<file path="config.mk">
export PLATFORM = sky130hd
export DESIGN_NAME = tfs_isqrt
export DESIGN_NICKNAME = d
export VERILOG_FILES = /design/src/tfs_isqrt.sv
export SDC_FILE = /design/constraint.sdc
export NUM_CORES = 1
export LEC_CHECK = 0
export BUFFER_PORTS_ARGS = -buffer_cell sky130_fd_sc_hd__buf_4
export CORE_ASPECT_RATIO = 1.4
export CORE_MARGIN = 5
export CORE_UTILIZATION = 45
export CTS_CLUSTER_DIAMETER = 80
export DETAILED_ROUTE_END_ITERATION = 10
export PLACE_DENSITY_LB_ADDON = 0.12
export SYNTH_ARGS = -nofsm -noshare
export SYNTH_HDL_FRONTEND = slang
export SYNTH_SLANG_ARGS = --single-unit
</file>
<file path="constraint.sdc">
create_clock -name clk -period 10.02 [get_ports clk]
set_input_delay 0.501 -clock clk [delete_from_list [all_inputs] [get_ports clk]]
set_output_delay 0.501 -clock clk [all_outputs]
set_load 0.02 [all_outputs]
</file>
<file path="src/tfs_isqrt.sv">
// Bit-serial integer square root, two radicand bits per cycle.
module tfs_isqrt (
	input  logic        clk,
	input  logic        arst_n,
	input  logic        start,
	input  logic [51:0] radicand,
	output logic        done,
	output logic [25:0] root
);
	logic [51:0] rem_q;
	logic [51:0] res_q;
	logic [51:0] bit_q;
	logic        busy_q;
	logic [51:0] trial;

	assign trial = res_q + bit_q;
	assign root = res_q[25:0];

	always_ff @(posedge clk or negedge arst_n) begin
		if (!arst_n) begin
			busy_q <= 1'b0;
			done <= 1'b0;
		end else begin
			done <= 1'b0;
			if (start) begin
				busy_q <= 1'b1;
			end else if (busy_q) begin
				if (bit_q[1:0] != 2'd0) begin
					busy_q <= 1'b0;
					done <= 1'b1;
				end
			end
		end
	end

	always_ff @(posedge clk) begin
		if (start) begin
			rem_q <= radicand;
			res_q <= '0;
			bit_q <= 52'd1 << 50;
		end else if (busy_q) begin
			if (rem_q >= trial) begin
				rem_q <= rem_q - trial;
				res_q <= (res_q >> 1) + bit_q;
			end else begin
				res_q <= res_q >> 1;
			end
			bit_q <= bit_q >> 2;
		end
	end
endmodule

</file>
After elaboration in Yosys (flattened, before gate mapping)
Index checks and enable logic that the tools add are counted.
{ "op_classes": {"n_addsub": 3, "n_mul": 0, "div_mod_pow": 0, "n_lt_le_gt_ge": 1, "eq_ne": 0, "shift": 0, "muxes": 10, "bitwise_logic": 0, "n_reduce_logical": 3} }
{ "ops": {"columns": ["cell", "n"], "rows": [
  ["2-to-1 mux 52 bit", 4],
  ["adder 51 x 51 -> 52 bit", 1],
  ["adder 52 x 51 -> 52 bit", 1],
  ["greater-or-equal comparator 52 bit", 1],
  ["subtractor 52 bit", 1],
  ["2-to-1 mux 1 bit", 6],
  ["nonzero test 2 bit", 2],
  ["AND reduction 2 bit", 1]
]} }
{ "word_totals": {"register_bits": 132, "latchBits": 0, "ram_bits": 0, "romBits": 0, "in_bits": 55, "out_inout_bits": 27, "elab_cells": 22, "memories": 0} }

Longest topological paths before layout
{ "depth": {"depth_word": 5, "ltp_mapped": 24, "depth_no_buf": 21} }

Least setup slack after synthesis
OpenSTA, ideal clock, no wires.
{ "synth_path": {"path_kind": "register -> register", "startpoint": "reg res_q[2]", "endpoint": "reg rem_q[0] (enable)", "setup_time_ns": 0.534, "arrival_time_ns": 8.097, "t_required_ns": 9.486, "slack_ns": 1.390, "stages_incl_launch_ff": 21, "n_path_buf": 2, "synth_period_minus_slack_ns": 8.630, "cell_sequence": "dfxtp_1 > ha_1 > a31o_2 > a31oi_1 > o21ai_0 > a31o_2 > a21o_1 > a21oi_1 > o21ai_0 > a31oi_1 > xor2_1 > ha_1 > clkbuf_1 > nand4_1 > inv_1 > nand3_1 > or4_1 > o21ba_2 > nor2_2 > clkbuf_1 > o21ai_0"} }
{ "synth_via": {"elab_chain_len": 4} }
{ "synth_lines": {"columns": ["element", "line_no", "text"], "rows": [
  ["start, declared", "11", "logic [51:0] res_q;"],
  ["start signal, assigned", "44", "res_q <= (res_q >> 1) + bit_q;"],
  ["start signal, assigned", "46", "res_q <= res_q >> 1;"],
  ["adder 52 x 51 -> 52 bit", "16", "assign trial = res_q + bit_q;"],
  ["greater-or-equal comparator 52 bit", "42", "if (rem_q >= trial) begin"],
  ["nonzero test 2 bit (no source line)", null, null],
  ["AND reduction 2 bit (no source line)", null, null],
  ["end signal, assigned", "38", "rem_q <= radicand;"],
  ["end signal, assigned", "43", "rem_q <= rem_q - trial;"],
  ["end, declared", "10", "logic [51:0] rem_q;"]
]} }
No other way between the ends.
A chain may end at the register's enable or synchronous reset.

Worst setup path in the final report
{ "layout_path": {"startpoint": "reg res_q[2]", "endpoint": "reg rem_q[46] (enable)"} }
Same word-level chain as after synthesis.

==> out/results.ini <==
[timing]
whs_ns=0.335
finalHoldViolations=0
period_share_pct=60.8
min_period_ns=6.09
tns_ns=0
setup_viol=0
fmax_ghz=0.164
rsz0062_at_grt=no
skew_ns=0.00866
setup_ws_ns=3.93
max-slew-margin-rel_pct=34.0
slew_viol_final=0
worst_pin_slew_ns=0.990

[grt]
grt_max_degree=86
antenna_found_initial=0
grtUsageTotal_pct=24.0
grt_pass1_vias=11300
grt_overflow_total=0
grt_pass1_wl_um=58700

[drt]
drt_iter0_markers=736
drt-total-wl_um=36900
wire_per_inst_um=19.1
postRouteAntennaNets=0
dr.pass1.iters=5
drc_errors=0
vias=11700
vias_per_cell=6.04

[clock_tree]
clock_latency_ns=0.44
cts_sinks=132
clk_pin_slew_ns=0.06
cts_tree=built
cts-root-buf=clkbuf_16
post_cts_resized=0
clk_path_buf_depth=2
h-tree-depth=4
numCtsBuffers=17

[worst_setup_path]
cp_cell_sequence=ha_1 > a31o_2 > a31oi_1 > o21ai_0 > a31o_2 > a21o_1 > a21oi_1 > o21ai_0 > a31oi_1 > xor2_1 > ha_1 > nand4_1 > inv_1 > nand3_1 > or4_1 > o21ba_2 > nor2_2 > o21ai_4 > buf_4
cpLargestDelayFamily=compound AO/OA/AOI/OAI gates
cp-end-kind=flop
crit_type=reg -> reg
crit_buf_inv=2
crit_path_start_kind=flop
path_depth=19
arrival_ns=6.16
critPathMaxStageDelay_ns=0.59
crit_required_ns=10.09
rr_worst_depth=19
crit_slowest_cell=buf_4
path_max_fanout=52

[die]
die_y_um=206
core-area_um2=26900
ios=82
start_util_pct=45.8
die_w_um=150
fp-row-count=71
die_area_um2=30800

[worst_hold_path]
hp-class=in -> reg
min_path_cells=3

[logic_synthesis]
ys_seq_elements=132
yosysWarnings=0
syn-num-nets=1727
async_flop_share_pct=1.52
syn_area_per_cell_um2=7.88
synth_cells=1565
yosysSeqAreaShare_pct=25.7
synth-edff-count=52
synthFlopType=dfxtp_1
synth.distinct_cells=76
syn_area_um2=12300

[place]
post-place-ws_ns=3.99
portBuffers=81
place.gp.congestion=0.940
place_area_um2=12900
dpl.hpwl_um=28200

[power_and_ir_drop]
power.density_nw_per_um2=270
cellLeakagePower_nw=5.37
peakVddDrop_mv=0.141

[layout]
fillers=2673
drive_above_1_share_pct=9.97
area_growth_syn_to_layout_pct=9.43
final_cell_mix=nand2_1 (172), o21ai_0 (150), nor2_1 (134)
finalNetCount=1725
diodes=0
final_area_um2=13500
mostFrequentLayoutCell=nand2_1

[run_status]
status=complete, no violations

[job]
cap_violations=0

-- stage by stage --
step                power, W  util [%]  std cells
global route         0.00392      50.1       1939
detailed placement   0.00301      48.0       1908
global placement     0.00300      48.0       1908
finish               0.00364      50.1       1939
floorplan            0.00247         -       1565
CTS                  0.00364      50.1       1939
-- registers in the layout, summed over array words and instances, names as in the netlist --
register  flops
rem_q        52
bit_q        26
busy_q        1
done          1
res_q        52
-- worst reg2reg max path, stage by stage, from the launching register on --
cell     delay [ns]
dfxtp_1        0.43
ha_1           0.30
a31o_2         0.26
a31oi_1        0.30
o21ai_0        0.30
a31o_2         0.36
a21o_1         0.23
a21oi_1        0.28
o21ai_0        0.26
a31oi_1        0.25
xor2_1         0.10
ha_1           0.45
nand4_1        0.18
inv_1          0.11
nand3_1        0.07
or4_1          0.47
o21ba_2        0.47
nor2_2         0.09
o21ai_4        0.12
buf_4          0.59
-- cells in the mapped netlist, drive strengths merged (22+ instances only) --
cell | instances | share of area [%]
dfxtp | 78 | 13
buf | 37 | 2.1
a31oi | 51 | 2.6
nand4 | 31 | 1.6
a21oi | 102 | 4.2
ha | 106 | 11
o21ai | 152 | 6.2
inv | 46 | 1.4
clkbuf | 74 | 2.3
nand3 | 28 | 1.1
xor2 | 49 | 3.5
a21o | 31 | 1.9
xnor2 | 61 | 4.3
nand2 | 173 | 5.3
a211oi | 27 | 1.6
nor2 | 135 | 4.1
edfxtp | 52 | 13
nor3 | 22 | 0.89
mux2i | 41 | 3.3
-- routing by layer --
layer  up-vias  share of wire [%]  global-route usage [%]
li1       5796                  -                       -
met1      5549                 40                    26.8
met2       290                 53                    44.7
met3        78                4.0                    3.90
met4         0                3.6                    9.71
met5         -                  0                       0
-- kinds of logic after synthesis --
| logic type | count (synthesis) | share of synthesized area (%) |
|---|---|---|
| XOR/XNOR | 110 | 7.82 |
| multiplexers | 48 | 3.97 |
| buffers and inverters | 159 | 5.86 |
| flip-flops | 132 | 25.7 |
| adder cells (fa/ha/maj) | 107 | 10.9 |
| AO/OA/AOI/OAI | 524 | 27.4 |
| AND/OR/NAND/NOR | 485 | 18.3 |
-- repair_timing --
item / 4_1_cts / 5_1_grt
hold buffers: 1 / 0
endpoints found under the hold margin: 2 / 0
setup buffers: 0 / 0
-- power by group --
group / switching [W] / total, W / internal (W)
registers: 0.000121 / 0.000890 / 0.000769
logic: 0.00131 / 0.00214 / 0.000829
clock network: 0.000264 / 0.000608 / 0.000345
-- path summary, 6_finish.rpt --
path	from	end	slack (ns)
min reg2reg	bit_q[0]$_SDFFE_PP0P_	busy_q$_DFF_PN0_	0.53
max reg2reg	res_q[2]$_SDFFE_PP0P_	rem_q[46]$_DFFE_PP_	3.93
max	res_q[2]$_SDFFE_PP0P_	rem_q[46]$_DFFE_PP_	3.93
min	radicand[7]	rem_q[7]$_DFFE_PP_	0.34
min in group asynchronous	arst_n	busy_q$_DFF_PN0_	0.38
max in group asynchronous	arst_n	busy_q$_DFF_PN0_	9.54
-- area by class of cell --
cell class / count / area [µm²] / share of cell area [%]
Inverter: 48 / 180 / 1.34
Clock buffer: 20 / 479 / 3.55
Tap cell: 365 / 457 / 3.39
Sequential cell: 132 / 3180 / 23.6
Clock inverter: 10 / 75.1 / 0.557
Timing Repair Buffer: 90 / 678 / 5.03
Multi-Input combinational cell: 1274 / 8440 / 62.6
Note: power is estimated with default switching activity, not from simulation.
